[src/hdl/etnr_pkg.sv]
package etnr_pkg;

  // Longest run of equal bits that one edge may produce.
  localparam int MAX_RUN = 32;
  // Width of a run length; it also bounds the quotient of the divider.
  localparam int QW = $clog2(MAX_RUN + 1);
  // Width of the divider step counter.
  localparam int KW = $clog2(QW);
  // Frame bit counter width: holds header_bits + 8 * payload_bytes.
  localparam int BCW = 20;
  // Width of the clip threshold (MAX_RUN + 1) * bit_period.
  localparam int CAPW = 16 + QW;

  localparam int CFG_IW = 2;
  localparam int CFG_DW = 16;

  localparam logic [CFG_IW-1:0] CFG_BIT_PERIOD    = 2'd0;
  localparam logic [CFG_IW-1:0] CFG_HEADER_BITS   = 2'd1;
  localparam logic [CFG_IW-1:0] CFG_PAYLOAD_BYTES = 2'd2;

  localparam logic [15:0] BIT_PERIOD_RST    = 16'd1000;
  localparam logic [7:0]  HEADER_BITS_RST   = 8'd3;
  localparam logic [15:0] PAYLOAD_BYTES_RST = 16'd13;

  typedef enum logic [2:0] {
    ST_IDLE,
    ST_CAP,
    ST_CMP,
    ST_DIV,
    ST_EMIT
  } etnr_state_t;

  typedef struct packed {
    logic clear;
    logic load;
    logic cap;
    logic cmp;
    logic div;
    logic step;
  } etnr_cmd_t;

  typedef struct packed {
    logic frame_done;
    logic early;
    logic clip_hit;
    logic k_zero;
    logic run_zero;
    logic step_ok;
  } etnr_stat_t;

endpackage

[src/hdl/edge_timed_nrz_byte_receiver_unit.sv]
// Edge-timed NRZ byte receiver. Each input transfer is either a line edge (new level plus a
// 32-bit timestamp) or a restart. An edge turns the time since the previous edge into a run of
// bits of the old level, packs the payload bits MSB first and emits each completed byte as one
// output transfer. A restart, or an edge after the frame is complete, is handled without leaving
// the idle state. An edge at bit count zero or one goes from the accepting state straight to
// emitting its single bit. Any other edge passes the accepting state, one that builds the clip
// threshold and one that compares against it. The divider then resolves the six quotient bits,
// one quotient bit per cycle, and the packer consumes one bit per cycle while no completed byte
// has to wait. A run longer than 32 bits skips the divider and is clipped to 32 bits. An edge
// whose run ends the frame stops in the cycle after the bit that ends it. A bit that completes a
// byte waits while the previous byte still sits unaccepted in the output register, so a stalled
// output stretches the item.
module edge_timed_nrz_byte_receiver_unit (
  input  logic                        clk,
  input  logic                        rst_n,
  input  logic                        cfg_we,
  input  logic [etnr_pkg::CFG_IW-1:0] cfg_index,
  input  logic [etnr_pkg::CFG_DW-1:0] cfg_wdata,
  input  logic                        in_valid,
  output logic                        in_stall,
  input  logic                        in_kind,
  input  logic                        in_level,
  input  logic [31:0]                 in_tick,
  output logic                        out_valid,
  input  logic                        out_stall,
  output logic [7:0]                  out_data_byte,
  output logic                        out_last,
  output logic                        out_clipped
);
  import etnr_pkg::*;

  etnr_cmd_t  cmd;
  etnr_stat_t stat;

  etnr_ctrl u_ctrl (
    .clk      (clk),
    .rst_n    (rst_n),
    .in_valid (in_valid),
    .in_kind  (in_kind),
    .in_stall (in_stall),
    .cmd      (cmd),
    .stat     (stat)
  );

  etnr_dp u_dp (
    .clk           (clk),
    .rst_n         (rst_n),
    .cfg_we        (cfg_we),
    .cfg_index     (cfg_index),
    .cfg_wdata     (cfg_wdata),
    .in_level      (in_level),
    .in_tick       (in_tick),
    .cmd           (cmd),
    .stat          (stat),
    .out_valid     (out_valid),
    .out_stall     (out_stall),
    .out_data_byte (out_data_byte),
    .out_last      (out_last),
    .out_clipped   (out_clipped)
  );

endmodule

[src/hdl/etnr_ctrl.sv]
module etnr_ctrl (
  input  logic                clk,
  input  logic                rst_n,
  input  logic                in_valid,
  input  logic                in_kind,
  output logic                in_stall,
  output etnr_pkg::etnr_cmd_t cmd,
  input  etnr_pkg::etnr_stat_t stat
);
  import etnr_pkg::*;

  etnr_state_t state_r;
  etnr_state_t state_nxt;

  always_ff @(posedge clk) begin
    if (!rst_n) begin
      state_r <= ST_IDLE;
    end else begin
      state_r <= state_nxt;
    end
  end

  always_comb begin
    state_nxt = state_r;
    cmd       = '0;
    in_stall  = 1'b1;
    case (state_r)
      ST_IDLE: begin
        in_stall = 1'b0;
        if (in_valid) begin
          if (in_kind) begin
            cmd.clear = 1'b1;
          end else if (!stat.frame_done) begin
            cmd.load  = 1'b1;
            // An edge at bit count zero or one gives exactly one bit.
            state_nxt = stat.early ? ST_EMIT : ST_CAP;
          end
        end
      end
      ST_CAP: begin
        cmd.cap   = 1'b1;
        state_nxt = ST_CMP;
      end
      ST_CMP: begin
        cmd.cmp   = 1'b1;
        state_nxt = stat.clip_hit ? ST_EMIT : ST_DIV;
      end
      ST_DIV: begin
        cmd.div = 1'b1;
        if (stat.k_zero) begin
          state_nxt = ST_EMIT;
        end
      end
      ST_EMIT: begin
        if (stat.run_zero || stat.frame_done) begin
          state_nxt = ST_IDLE;
        end else if (stat.step_ok) begin
          cmd.step = 1'b1;
        end
      end
      default: begin
        state_nxt = ST_IDLE;
      end
    endcase
  end

endmodule

[src/hdl/etnr_dp.sv]
module etnr_dp (
  input  logic                        clk,
  input  logic                        rst_n,
  input  logic                        cfg_we,
  input  logic [etnr_pkg::CFG_IW-1:0] cfg_index,
  input  logic [etnr_pkg::CFG_DW-1:0] cfg_wdata,
  input  logic                        in_level,
  input  logic [31:0]                 in_tick,
  input  etnr_pkg::etnr_cmd_t         cmd,
  output etnr_pkg::etnr_stat_t        stat,
  output logic                        out_valid,
  input  logic                        out_stall,
  output logic [7:0]                  out_data_byte,
  output logic                        out_last,
  output logic                        out_clipped
);
  import etnr_pkg::*;

  logic [15:0]    bit_period_r;
  logic [7:0]     header_bits_r;
  logic [15:0]    payload_bytes_r;

  logic [BCW-1:0] bit_count_r;
  logic           prev_level_r;
  logic [31:0]    prev_tick_r;
  logic [7:0]     shift_byte_r;
  logic           frame_done_r;
  logic           run_clipped_r;

  logic [31:0]    rem_r;
  logic [CAPW-1:0] cap_r;
  logic [KW-1:0]  k_r;
  logic [QW-1:0]  run_left_r;
  logic           emit_bit_r;
  logic           clip_flag_r;

  logic           out_valid_r;
  logic [7:0]     out_data_byte_r;
  logic           out_last_r;
  logic           out_clipped_r;

  logic [15:0]    period_eff;
  logic [15:0]    pay_eff;
  logic [BCW-1:0] end_cnt;
  logic [BCW-1:0] bc1;
  logic [31:0]    trial;
  logic           clip_hit;
  logic           in_header;
  logic           at_end;
  logic           byte_done;
  logic [7:0]     sb;

  always_comb begin
    period_eff = (bit_period_r == 16'd0) ? 16'd1 : bit_period_r;
    pay_eff    = (payload_bytes_r == 16'd0) ? 16'd1 : payload_bytes_r;
    end_cnt    = BCW'(header_bits_r) + BCW'({pay_eff, 3'b000});
    bc1        = bit_count_r + BCW'(1);
    trial      = 32'(period_eff) << k_r;
    clip_hit   = rem_r >= 32'(cap_r);
    at_end     = bit_count_r >= end_cnt;
    in_header  = bit_count_r < BCW'(header_bits_r);
    sb         = {shift_byte_r[6:0], emit_bit_r};
    byte_done  = !at_end && !in_header && ((bc1[2:0] - header_bits_r[2:0]) == 3'd0);
  end

  always_comb begin
    stat.frame_done = frame_done_r;
    stat.early      = bit_count_r < BCW'(2);
    stat.clip_hit   = clip_hit;
    stat.k_zero     = k_r == '0;
    stat.run_zero   = run_left_r == '0;
    // A bit that completes a byte waits until the output register is free.
    stat.step_ok    = !byte_done || !out_valid_r || !out_stall;
  end

  always_ff @(posedge clk) begin
    if (!rst_n) begin
      bit_period_r    <= BIT_PERIOD_RST;
      header_bits_r   <= HEADER_BITS_RST;
      payload_bytes_r <= PAYLOAD_BYTES_RST;
    end else if (cfg_we) begin
      case (cfg_index)
        CFG_BIT_PERIOD:    bit_period_r    <= cfg_wdata;
        CFG_HEADER_BITS:   header_bits_r   <= cfg_wdata[7:0];
        CFG_PAYLOAD_BYTES: payload_bytes_r <= cfg_wdata;
        default: ;
      endcase
    end
  end

  // Frame state.
  always_ff @(posedge clk) begin
    if (!rst_n || cmd.clear) begin
      bit_count_r   <= '0;
      prev_level_r  <= 1'b0;
      prev_tick_r   <= '0;
      shift_byte_r  <= '0;
      frame_done_r  <= 1'b0;
      run_clipped_r <= 1'b0;
    end else if (cmd.load) begin
      prev_level_r <= in_level;
      prev_tick_r  <= in_tick;
    end else if (cmd.step) begin
      if (at_end) begin
        frame_done_r <= 1'b1;
      end else if (in_header) begin
        bit_count_r <= bc1;
      end else begin
        bit_count_r <= bc1;
        if (byte_done) begin
          shift_byte_r  <= '0;
          run_clipped_r <= 1'b0;
          if (bc1 == end_cnt) begin
            frame_done_r <= 1'b1;
          end
        end else begin
          shift_byte_r  <= sb;
          run_clipped_r <= run_clipped_r | clip_flag_r;
        end
      end
    end
  end

  // Run length: elapsed time, clip test and short restoring divide.
  always_ff @(posedge clk) begin
    if (!rst_n) begin
      run_left_r <= '0;
      k_r        <= '0;
    end else if (cmd.load) begin
      rem_r       <= in_tick - prev_tick_r;
      emit_bit_r  <= (bit_count_r == '0) ? 1'b0 : prev_level_r;
      clip_flag_r <= 1'b0;
      run_left_r  <= (bit_count_r < BCW'(2)) ? QW'(1) : '0;
    end else if (cmd.cap) begin
      cap_r <= CAPW'(period_eff) * CAPW'(MAX_RUN + 1);
    end else if (cmd.cmp) begin
      if (clip_hit) begin
        run_left_r  <= QW'(MAX_RUN);
        clip_flag_r <= 1'b1;
      end else begin
        run_left_r <= '0;
        k_r        <= KW'(QW - 1);
      end
    end else if (cmd.div) begin
      if (rem_r >= trial) begin
        rem_r           <= rem_r - trial;
        run_left_r[k_r] <= 1'b1;
      end
      k_r <= k_r - KW'(1);
    end else if (cmd.step) begin
      run_left_r <= run_left_r - QW'(1);
    end
  end

  always_ff @(posedge clk) begin
    if (!rst_n) begin
      out_valid_r <= 1'b0;
    end else if (cmd.step && byte_done) begin
      out_valid_r <= 1'b1;
    end else if (out_valid_r && !out_stall) begin
      out_valid_r <= 1'b0;
    end
  end

  always_ff @(posedge clk) begin
    if (cmd.step && byte_done) begin
      out_data_byte_r <= sb;
      out_last_r      <= bc1 == end_cnt;
      out_clipped_r   <= run_clipped_r | clip_flag_r;
    end
  end

  assign out_valid     = out_valid_r;
  assign out_data_byte = out_data_byte_r;
  assign out_last      = out_last_r;
  assign out_clipped   = out_clipped_r;

  a_last_ends_frame: assert property (@(posedge clk) disable iff (!rst_n)
    cmd.step && byte_done && (bc1 == end_cnt) |=> frame_done_r)
    else $error("last byte did not end the frame");

  a_done_holds_count: assert property (@(posedge clk) disable iff (!rst_n)
    frame_done_r && !cmd.clear |=> $stable(bit_count_r) && frame_done_r)
    else $error("finished frame changed its bit count");

  a_no_overwrite: assert property (@(posedge clk) disable iff (!rst_n)
    cmd.step && byte_done |-> !out_valid_r || !out_stall)
    else $error("byte written over a waiting result");

  a_run_bounded: assert property (@(posedge clk) disable iff (!rst_n)
    run_left_r <= QW'(MAX_RUN))
    else $error("run length beyond the clip limit");

endmodule

[config.mk]
export PLATFORM = sky130hd
export DESIGN_NAME = edge_timed_nrz_byte_receiver_unit
export DESIGN_NICKNAME = d
export VERILOG_FILES = /design/src/hdl/etnr_pkg.sv /design/src/hdl/edge_timed_nrz_byte_receiver_unit.sv /design/src/hdl/etnr_ctrl.sv /design/src/hdl/etnr_dp.sv
export SDC_FILE = /design/constraint.sdc
export NUM_CORES = 1
export LEC_CHECK = 0
export ABC_CLOCK_PERIOD_IN_PS = 12700
export BUFFER_PORTS_ARGS = -buffer_cell sky130_fd_sc_hd__buf_2
export CAP_MARGIN = 20
export CELL_PAD_IN_SITES_DETAIL_PLACEMENT = 2
export CELL_PAD_IN_SITES_GLOBAL_PLACEMENT = 2
export CORE_ASPECT_RATIO = 0.7
export CORE_MARGIN = 4
export CORE_UTILIZATION = 42
export DETAILED_ROUTE_END_ITERATION = 10
export HOLD_SLACK_MARGIN = 0.15
export PLACE_DENSITY_LB_ADDON = 0.1
export SLEW_MARGIN = 20
export SYNTH_ARGS = -nofsm -noshare
export SYNTH_HDL_FRONTEND = slang
export SYNTH_HIERARCHICAL = 1
export SYNTH_SLANG_ARGS = --single-unit
[constraint.sdc]
create_clock -name clk -period 12.7 [get_ports clk]
set_clock_uncertainty 0.1 [all_clocks]
set_input_delay 2.54 -clock clk [delete_from_list [all_inputs] [get_ports clk]]
set_output_delay 2.54 -clock clk [all_outputs]
set_load 0.05 [all_outputs]
**After elaboration in Yosys (flattened, before gate mapping)**

Cells that the tools add are included.

- Output and inout port bits: 12
- Logic and storage cells: 155
- Bits of input ports: 57
- Flip-flop bits (word level): 181

- Shift operators: 1
- $lt $le $gt $ge: 7
- Bitwise logic cells: 6
- Eq/ne operators: 17
- Mux-type cells: 51
- Reductions and logical operators: 45
- $add $sub $neg: 7
- Multipliers: 1

Operators by type and width:

| cell | count |
|---|---|
| $mux W32 | 5 |
| $sub A32 B32 Y32 | 2 |
| $mux W6 | 7 |
| $ge A32 B22 Y1 | 1 |
| $ge A32 B32 Y1 | 1 |
| $logic_not A16 Y1 | 2 |
| $mux W16 | 2 |
| $shl A16 B3 Y32 | 1 |
| $mux W3 | 10 |
| $mul A16 B6 Y22 const B | 1 |
| $mux W1 | 22 |
| $add A20 B1 Y20 const B | 1 |
| $add A8 B19 Y20 | 1 |
| $eq A20 B20 Y1 | 1 |
| $ge A20 B20 Y1 | 1 |
| $logic_not A20 Y1 | 1 |
| $lt A20 B2 Y1 const B | 1 |
| $lt A20 B8 Y1 | 1 |
| $reduce_bool A2 Y1 | 8 |
| $pmux W3 S5 | 1 |
| $reduce_and A5 Y1 | 3 |
| $ne A2 B2 Y1 const B | 6 |
| $reduce_and A4 Y1 | 3 |
| $logic_not A3 Y1 | 3 |
| other kinds (26) | 50 |

**Longest topological paths before layout**

Gate-level depths: netlist of the first run.

- Depth after elaboration: 18
- Depth in mapped cells: 27
- Mapped depth without buffers: 26

**Hierarchy**

The synthesis of the first run kept the hierarchy.

By module, submodules not included:

| module | area each (um^2) | times used | cells each | seq. area each (um^2) |
|---|---|---|---|---|
| etnr_dp | 13482.9 | 1 | 1554 | 4224.1 |
| etnr_ctrl | 247.7 | 1 | 35 | 60.1 |

**Worst setup path after synthesis of the first run**

No wires, ideal clock.

- Kind: input-to-reg
- Start point: in in_valid
- End point: reg u_dp.rem_r[0], enable pin
- Data required time: 12179 ps
- Setup time: 421 ps
- Arrival: 5223 ps
- Buffers on the path: 3
- Cell stages on the path: 7
- Slack: 6956 ps
- Cells stage by stage: nand2b_1 nor3_1 clkbuf_1 buf_1 clkbuf_1 a21oi_1 nor2_1

RTL lines:

| element | RTL line | RTL |
|---|---|---|
| start, declared | edge_timed_nrz_byte_receiver_unit.sv:19 | `input logic in_valid,` |
| end signal, assigned | etnr_dp.sv:130 | `rem_r <= in_tick - prev_tick_r;` |
| end signal, assigned | etnr_dp.sv:146 | `rem_r <= rem_r - trial;` |
| end, declared | etnr_dp.sv:30 | `logic [31:0] rem_r;` |

==> reports/results.txt, run 1 <==
Number of endpoints failing setup at the final stage: 0
Clock insertion delay at the later pin of the skew report: 460 ps
Max frequency: 0.1566 GHz
RSZ-0062 raised after global routing: no
Die footprint: 0.03570 sq mm
Global-route total usage across every layer: 25.24%
Post-CTS Repair Setup Buffers: 0
Overall via count from detail_route: 11980
Total design power: 1.852 mW
Count of buffer and inverter cells on the critical path: 1
Iter 0 DRT Violations: 717
Synth-to-Final Area Change: 8.794%
H-tree levels: 4
Count of boundary I/O pins: 69
Post-route cell area: 0.01494 sq mm
Cells on worst reg2reg path: 24
Post-route DRC: 0
Total placed instance area: 0.01437 sq mm
Most used cells in the layout excluding fill and tap cells: 158 x sky130_fd_sc_hd__nand2_1, 147 x sky130_fd_sc_hd__ha_1, 142 x sky130_fd_sc_hd__nor2_1
Netlist area before placement: 0.01373 sq mm
Die Span Y: 159.3 um
CTS tree: built
Reg2Reg Setup Slack: 6310 ps
Share of cell area taken by muxes after synthesis: 6.224%
PwrDens: 124.0 mW/mm^2
Number of global-route vias before repair: 12980
FFs w/ async S/R, synth: 0%
Distinct cell type count of the synthesized netlist: 86
Hold slack: 340.7 ps
Maximum buffer depth of the clock tree: 2
Transition time of the tightest slew-check pin: 1148 ps
Number of clock sinks: 181
Flops & latches, synth: 181
Pin count of the biggest net entering global routing: 73
CTS Hold Buffers Added: 0
Clk root buf: sky130_fd_sc_hd__clkbuf_16
Initial antenna violation count: 1
Ordered list of cells on the worst path: nor4_1 > a41o_1 > ha_1 > fa_1 > a211oi_1 > o21ba_2 > nor4b_1 > xnor2_1 > ha_1 > a21o_1 > a211oi_1 > nand3_1 > a21oi_1 > nor2_1 > nor2_1 > nand3_1 > nand3_1 > nor3_1 > nor2b_1 > o21ai_2 > buf_4 > nor2_1 > nand4b_1 > o21ai_0
First element of the critical path: u_dp/payload_bytes_r[15]
Number of resized instances in the post-cts repair step: 0
Flip-flop cell with the highest count after synthesis: sky130_fd_sc_hd__dfxtp_1
Sort of element at the start of the critical path: flip-flop
Number of cells on the critical path: 24
Port-buffer cells: 68
Worst path max stage delay: 480 ps
Area share of and/or/nand/nor cells after synthesis: 18.32%
Clock input transition at the sequential cells of the worst setup and hold paths: 80 ps
Number of placed cells counting well taps: 2012
Worst hold path depth: 0
Syn. warnings: 6
Most frequent standard cell in the layout excluding fill and tap cells: sky130_fd_sc_hd__nand2_1
Class of the worst hold path: flip-flop to flip-flop
Routed length per placed instance: 22.00 um
Post-synthesis cell count: 1589
Final weighted congestion in routability-driven placement: 0.8401
Setup TNS: 0 ps
Cell with the biggest individual delay on the critical path: sky130_fd_sc_hd__nor2_1
Clock period minus final worst setup slack: 6387 ps
Non-filler cells, final: 2044
Worst R2R End: u_dp/shift_byte_r[5]
Largest family of logic cells by synthesized area: simple AND/OR/NAND/NOR gates
GR Overflow Total: 0
Share of final-layout standard cells stronger than drive strength 1: 9.647%
Setup Crit Path Kind: flip-flop to flip-flop
Net count of the mapped netlist: 1798
Maximum Capacitance Violations: 0
Area of the placeable core: 0.03227 sq mm
Compound-cell area share of the yosys netlist: 17.67%
Final hold vios: 0
Period Utilization, post-route: 50.29%
Global-route wire length before repair: 72.90 mm
Number of rows in the core area: 55
Clock buffer count from CTS: 17
Number of nets with antenna violations after routing: 0
Average size of a mapped cell: 8.641 sq um
Data required, critical path: 12930 ps
Outcome: complete, no violations
Headroom to the max-slew limit: 23.09%
Total Routed Length: 44.97 mm
XOR/XNOR Fraction of Synth Area: 7.463%
Routed via count divided by cell count: 5.861
Top Family by Delay on Critical Path: compound AO/OA/AOI/OAI gates
Arrival time of data at the critical path endpoint: 6620 ps
Antenna diode instance count: 0
Max-slew violation total from the final report: 0
Maximum fanout along the worst path: 17
Number of synthesized flops with an enable pin: 66
Effective utilization at floorplan: 42.54%
Floorplan die width: 224.1 um
RR Startpoint: u_dp/payload_bytes_r[15]
Post-Synth Adder-Cell Area: 14.12%
Sort of element at the end of the critical path: flip-flop
Dpl hpwl: 34.03 mm
Final nets: 1813
Initial DRT Pass Iterations: 5
Register area share after synthesis: 31.20%
Leakage dissipation: 6.021 nW
VDD IR-drop max: 0.08535 mV
Worst setup path endpoint: u_dp/shift_byte_r[5]
## metal layers
metal  GRT usage (%)  part of all wire (%)
met1           37.49                    51
met2           39.22                    44
met5               0                     0
met4           4.397                  0.88
met3           4.018                   3.9
## how the worst min path moves through the flow
stage	from	to
after global placement	u_dp/shift_byte_r[0]	u_dp/out_data_byte[1]
after detailed placement	u_dp/shift_byte_r[5]	u_dp/out_data_byte[6]
after floorplan	u_dp/shift_byte_r[0]	u_dp/out_data_byte[1]
final	u_dp/shift_byte_r[5]	u_dp/out_data_byte[6]
after CTS	u_dp/shift_byte_r[5]	u_dp/out_data_byte[6]
after global routing	u_dp/shift_byte_r[5]	u_dp/out_data_byte[6]
## flip-flops by register name, indices dropped and copies added (netlist names)
signal and flops:
u_dp/prev_tick_r 32, u_dp/bit_period_r 16, u_dp/k_r 3, u_dp/payload_bytes_r 16, u_dp/frame_done_r 1, u_dp/header_bits_r 8
u_dp/shift_byte_r 7, u_dp/run_clipped_r 1, u_ctrl/state_r 3, u_dp/run_left_r 6, u_dp/cap_r 22, u_dp/bit_count_r 20
u_dp/rem_r 32, u_dp/out_last 1, u_dp/out_valid 1, u_dp/prev_level_r 1, u_dp/clip_flag_r 1, u_dp/emit_bit_r 1
u_dp/out_data_byte 8, u_dp/out_clipped 1
## worst register-to-register path, cell delays in order (launching register included)
cell,delay [ps]
sky130_fd_sc_hd__dfxtp_1,420
sky130_fd_sc_hd__nor4_1,100
sky130_fd_sc_hd__a41o_1,240
sky130_fd_sc_hd__ha_1,210
sky130_fd_sc_hd__fa_1,410
sky130_fd_sc_hd__a211oi_1,330
sky130_fd_sc_hd__o21ba_2,330
sky130_fd_sc_hd__nor4b_1,100
sky130_fd_sc_hd__xnor2_1,470
sky130_fd_sc_hd__ha_1,370
sky130_fd_sc_hd__a21o_1,170
sky130_fd_sc_hd__a211oi_1,320
sky130_fd_sc_hd__nand3_1,130
sky130_fd_sc_hd__a21oi_1,280
sky130_fd_sc_hd__nor2_1,80
sky130_fd_sc_hd__nor2_1,480
sky130_fd_sc_hd__nand3_1,160
sky130_fd_sc_hd__nand3_1,130
sky130_fd_sc_hd__nor3_1,80
sky130_fd_sc_hd__nor2b_1,190
sky130_fd_sc_hd__o21ai_2,330
sky130_fd_sc_hd__buf_4,350
sky130_fd_sc_hd__nor2_1,160
sky130_fd_sc_hd__nand4b_1,210
sky130_fd_sc_hd__o21ai_0,100
## cells in the mapped netlist, types with 4 or more instances
cell type,instances,share of area (%)
sky130_fd_sc_hd__a211oi_1,14,0.77
sky130_fd_sc_hd__nor3_1,29,1.1
sky130_fd_sc_hd__nand2_1,158,4.3
sky130_fd_sc_hd__ha_1,147,13
sky130_fd_sc_hd__dfxtp_1,115,17
sky130_fd_sc_hd__a21o_1,41,2.2
sky130_fd_sc_hd__o31a_1,4,0.26
sky130_fd_sc_hd__buf_1,7,0.19
sky130_fd_sc_hd__nor4_1,17,0.77
sky130_fd_sc_hd__inv_1,90,2.5
sky130_fd_sc_hd__xnor2_1,77,4.9
sky130_fd_sc_hd__a31oi_1,16,0.73
sky130_fd_sc_hd__clkbuf_1,67,1.8
sky130_fd_sc_hd__edfxtp_1,66,14
sky130_fd_sc_hd__buf_2,6,0.22
sky130_fd_sc_hd__o211ai_1,10,0.55
sky130_fd_sc_hd__nand4_1,20,0.91
sky130_fd_sc_hd__a2111oi_0,6,0.38
sky130_fd_sc_hd__xor2_1,40,2.6
sky130_fd_sc_hd__fa_1,5,0.73
sky130_fd_sc_hd__nand3_1,38,1.4
sky130_fd_sc_hd__or4_1,7,0.38
sky130_fd_sc_hd__o21bai_1,9,0.49
sky130_fd_sc_hd__o41ai_1,4,0.26
sky130_fd_sc_hd__o21a_1,15,0.82
sky130_fd_sc_hd__nor2_1,143,3.9
sky130_fd_sc_hd__o31ai_1,8,0.44
sky130_fd_sc_hd__and2_1,4,0.18
sky130_fd_sc_hd__nor2b_1,21,0.96
sky130_fd_sc_hd__nor3b_1,9,0.49
sky130_fd_sc_hd__and3_1,10,0.46
sky130_fd_sc_hd__nand2b_1,18,0.82
sky130_fd_sc_hd__or2_2,7,0.32
sky130_fd_sc_hd__mux4_2,9,1.5
sky130_fd_sc_hd__or3_1,11,0.50
sky130_fd_sc_hd__o21ai_0,81,3.0
sky130_fd_sc_hd__nand3b_1,8,0.44
sky130_fd_sc_hd__mux2i_1,64,4.7
sky130_fd_sc_hd__a21oi_1,119,4.3
## area by class of cell
| type | count | area (sq um) |
|---|---|---|
| Multi-Input combinational cell | 1231 | 8778 |
| Clock inverter | 15 | 140.1 |
| Sequential cell | 181 | 4284 |
| Timing Repair Buffer | 79 | 422.9 |
| Tap cell | 427 | 534.3 |
| Inverter | 94 | 352.8 |
| Fill cell | 3574 | 17340 |
| Clock buffer | 17 | 425.4 |
## per-stage QoR
stage / util, % / setup slack, ps
finish: 46.28 / 6313
global route: 46.28 / 5899
CTS: 46.28 / 6473
detailed placement: 44.53 / 6570
global placement: 44.53 / 6869
floorplan: - / 6956
## cells by family (layout without fill, tap and decap cells)
family,after synthesis,in the layout
AND/OR/NAND/NOR,517,517
AO/OA/AOI/OAI,371,371
flip-flops,181,181
buffers and inverters,177,205
adder cells (fa/ha/maj),152,152
XOR/XNOR,117,117
multiplexers,74,74
## report_power, final
| part | switching [mW] | total [mW] | internal, mW | leakage, nW |
|---|---|---|---|---|
| registers | 0.0432 | 0.704 | 0.661 | 1.56 |
| clock network | 0.274 | 0.533 | 0.259 | 0.281 |
| logic | 0.374 | 0.615 | 0.240 | 4.18 |
Power figures use the tool's default switching activity.
==> inputs of run 2 (changes only) <==
Settings changed: ABC_AREA set to 1, ABC_CLOCK_PERIOD_IN_PS 12700 to 5400, CORE_UTILIZATION 42 to 33.
Clock period 12.7 ns to 5.4 ns, I/O delays scaled along.
==> reports/results.txt, run 2 <==
Maximum fanout along the worst path: 11 (-6)
Fillcell total: 5036 (+41%)
Fraction of post-synthesis cell area in the top cell type by area: 16.12% (-0.65 points)
Number of nets with antenna violations after routing: 0 (unchanged)
Number of global-route vias before repair: 15080 (+16%)
VDD IR-drop max: 0.2505 mV (+190%)
Clock insertion delay at the later pin of the skew report: 470 ps (about the same)
Overall via count from detail_route: 14480 (+21%)
Syn. warnings: 6 (unchanged)
Iter 0 DRT Violations: 891 (+24%)
Most used standard cell by instance count after synthesis: sky130_fd_sc_hd__nand2_1
Effective utilization at floorplan: 33.56% (-9.0 points)
Maximum buffer depth of the clock tree: 2 (unchanged)
Average size of a mapped cell: 6.944 sq um (-20%)
Netlist area before placement: 0.01428 sq mm (+4.0%)
Period Utilization, post-route: 91.38% (+41 points)
Dpl hpwl: 44.98 mm (+32%)
Largest registers ranked by flip-flop count: u_dp/prev_tick_r x32, u_dp/rem_r x32, u_dp/cap_r x22
Port-buffer cells: 68 (unchanged)
Clock buffer count from CTS: 17 (unchanged)
Register area share after synthesis: 29.99% (-1.2 points)
Net count of the mapped netlist: 2266 (+26%)
Commonest cells post-synth: 430 x sky130_fd_sc_hd__nand2_1, 268 x sky130_fd_sc_hd__inv_1, 218 x sky130_fd_sc_hd__a21oi_1
Number of rows in the core area: 63 (+15%)
Area of the placeable core: 0.04257 sq mm (+32%)
Clock input transition at the sequential cells of the worst setup and hold paths: 80 ps (about the same)
Post-route DRC: 0 (unchanged)
Data required, critical path: 5650 ps (-7280 ps)
FFs w/ async S/R, synth: 0% (unchanged)
Floorplan die width: 256.7 um (+15%)
Number of synthesized flops with an enable pin: 66 (unchanged)
Most used cells in the layout excluding fill and tap cells: 429 x sky130_fd_sc_hd__nand2_1, 267 x sky130_fd_sc_hd__inv_1, 218 x sky130_fd_sc_hd__a21oi_1
Maximum Capacitance Violations: 0 (unchanged)
Global-route total usage across every layer: 23.47% (-1.8 points)
Transition time of the tightest slew-check pin: 818.3 ps (-330.0 ps)
Die footprint: 0.04673 sq mm (+31%)
Die Span Y: 182.1 um (+14%)
CTS Hold Buffers Added: 0 (unchanged)
Initial antenna violation count: 2 (+1)
Worst path max stage delay: 400 ps (-80 ps)
Area share of and/or/nand/nor cells after synthesis: 24.47% (+6.2 points)
Arrival time of data at the critical path endpoint: 5190 ps (-1430 ps)
Flip-flop cell with the highest count after synthesis: sky130_fd_sc_hd__dfxtp_1
Non-filler cells, final: 2663 (+30%)
Max-slew violation total from the final report: 0 (unchanged)
Compound-cell area share of the yosys netlist: 19.44% (+1.8 points)
Sort of element at the start of the critical path: flip-flop
Total placed instance area: 0.01521 sq mm (+5.8%)
Post-synthesis cell count: 2057 (+29%)
Area leader, netlist: sky130_fd_sc_hd__dfxtp_1
PwrDens: 381.6 mW/mm^2 (+210%)
Number of endpoints failing setup at the final stage: 0 (unchanged)
Number of placed cells counting well taps: 2627 (+31%)
Count of boundary I/O pins: 69 (unchanged)
Largest family of logic cells by synthesized area: simple AND/OR/NAND/NOR gates
Outcome: complete, no violations
Share of final-layout standard cells stronger than drive strength 1: 8.578% (-1.1 points)
H-tree levels: 4 (unchanged)
Synth-to-Final Area Change: 11.05%
Sort of element at the end of the critical path: flip-flop
Max frequency: 0.2027 GHz (+29%)
Routed via count divided by cell count: 5.437 (-7.2%)
Initial DRT Pass Iterations: 5 (unchanged)
XOR/XNOR Fraction of Synth Area: 2.689% (-4.8 points)
Final nets: 2306 (+27%)
Final weighted congestion in routability-driven placement: 0.8609 (+2.5%)
Share of cell area taken by muxes after synthesis: 0.4905% (-5.7 points)
Top cells by area, synth: sky130_fd_sc_hd__dfxtp_1 16%, sky130_fd_sc_hd__edfxtp_1 14%, sky130_fd_sc_hd__ha_1 13%, sky130_fd_sc_hd__nand2_1 11%, sky130_fd_sc_hd__a21oi_1 7.6%
Post-Synth Adder-Cell Area: 13.58% (-0.55 points)
Distinct cell type count of the synthesized netlist: 59 (-31%)
Clock period minus final worst setup slack: 4935 ps (-1452 ps)
Setup Crit Path Kind: flip-flop to flip-flop
Flops & latches, synth: 181 (unchanged)
Class of the worst hold path: flip-flop to flip-flop
GR Overflow Total: 0 (unchanged)
Most frequent standard cell in the layout excluding fill and tap cells: sky130_fd_sc_hd__nand2_1
Global-route wire length before repair: 87.31 mm (+20%)
CTS tree: built
Post-route cell area: 0.01586 sq mm (+6.2%)
Pin count of the biggest net entering global routing: 69 (-5.5%)
Final hold vios: 0 (unchanged)
Total Routed Length: 55.16 mm (+23%)
Routed length per placed instance: 20.71 um (-5.9%)
Hold slack: 338.9 ps (-1.761 ps)
Clk root buf: sky130_fd_sc_hd__clkbuf_16
Cell with the biggest individual delay on the critical path: sky130_fd_sc_hd__ha_1
Headroom to the max-slew limit: 45.03% (+22 points)
Number of clock sinks: 181 (unchanged)
Leakage dissipation: 7.030 nW (+17%)
run 2: cell count changes after synthesis, moves of 18 or more:
cell,change
sky130_fd_sc_hd__mux2i_1,-57
sky130_fd_sc_hd__a21o_1,-30
sky130_fd_sc_hd__nand2_1,+272
sky130_fd_sc_hd__nor2b_1,-21
sky130_fd_sc_hd__inv_1,+178
sky130_fd_sc_hd__nand3_1,+70
sky130_fd_sc_hd__a21oi_1,+99
sky130_fd_sc_hd__xnor2_1,-63
sky130_fd_sc_hd__nand2b_1,-18
sky130_fd_sc_hd__o21ai_0,+132
run 2: critical path, delay by kind of cell, from the launching register on:
family                   cells  cell delay [ps]
buffers and inverters        5              480
AND/OR/NAND/NOR             17             2440
flip-flops                   1              390
AO/OA/AOI/OAI                3              420
adder cells (fa/ha/maj)      3             1000
run 2: kinds of logic (layout without fill, tap and decap cells):
family                   after synthesis  count (layout)
AND/OR/NAND/NOR                      809             809
multiplexers                           7               7
buffers and inverters                348             401
other                                  0               1
AO/OA/AOI/OAI                        517             517
flip-flops                           181             181
XOR/XNOR                              43              43
adder cells (fa/ha/maj)              152             152
run 2: area by class of cell:
class	instances	area [sq um]	area share, %
timing repair buffer	91	525.5	3.313
antenna	1	2.502	0.01578
sequential	181	4284	27.01
tap	552	690.7	4.354
inverter	277	1044	6.578
timing repair inverter	1	7.507	0.04733
clock inverter	15	186.4	1.175
clock buffer	17	425.4	2.682
multi-input combinational	1528	8697	54.83
run 2: worst paths after layout:
kind	end	cells past startpoint	startpoint	slack, ps
worst max-delay path	u_dp/run_clipped_r	28	u_dp/payload_bytes_r[12]	470
worst min-delay path	u_dp/out_data_byte[4]	0	u_dp/shift_byte_r[3]	340
worst max register to register	u_dp/run_clipped_r	28	u_dp/payload_bytes_r[12]	470
worst min register to register	u_dp/out_data_byte[4]	0	u_dp/shift_byte_r[3]	340
run 2: stage by stage:
stage	setup TNS, ps	setup WS (ps)	total power, mW	util (%)
floorplan	0	388.3	3.710	-
global placement	0	579.0	4.504	35.73
detailed placement	0	241.8	4.636	35.73
CTS	0	125.0	6.038	37.17
global route	-29.12	-17.15	6.559	37.26
finish	0	465.4	6.053	37.27
run 2: per-layer routing:
layer / vias up / part of all wire, % / global-route usage [%]
met5: - / 0 / 0
met3: 21 / 4.5 / 3.856
met1: 7223 / 56 / 37.74
met4: 0 / 0.71 / 3.489
met2: 237 / 39 / 32.97
li1: 6999 / - / -
run 2: what timing repair did:
item                       in CTS  in global routing
gates resized for setup         0                  5
setup endpoints to repair       0                 28
buffers inserted                0                  2
run 2: power by group:
group	internal [mW]	switching (mW)
clock network	0.671	0.694
logic	0.928	1.95
registers	1.65	0.166
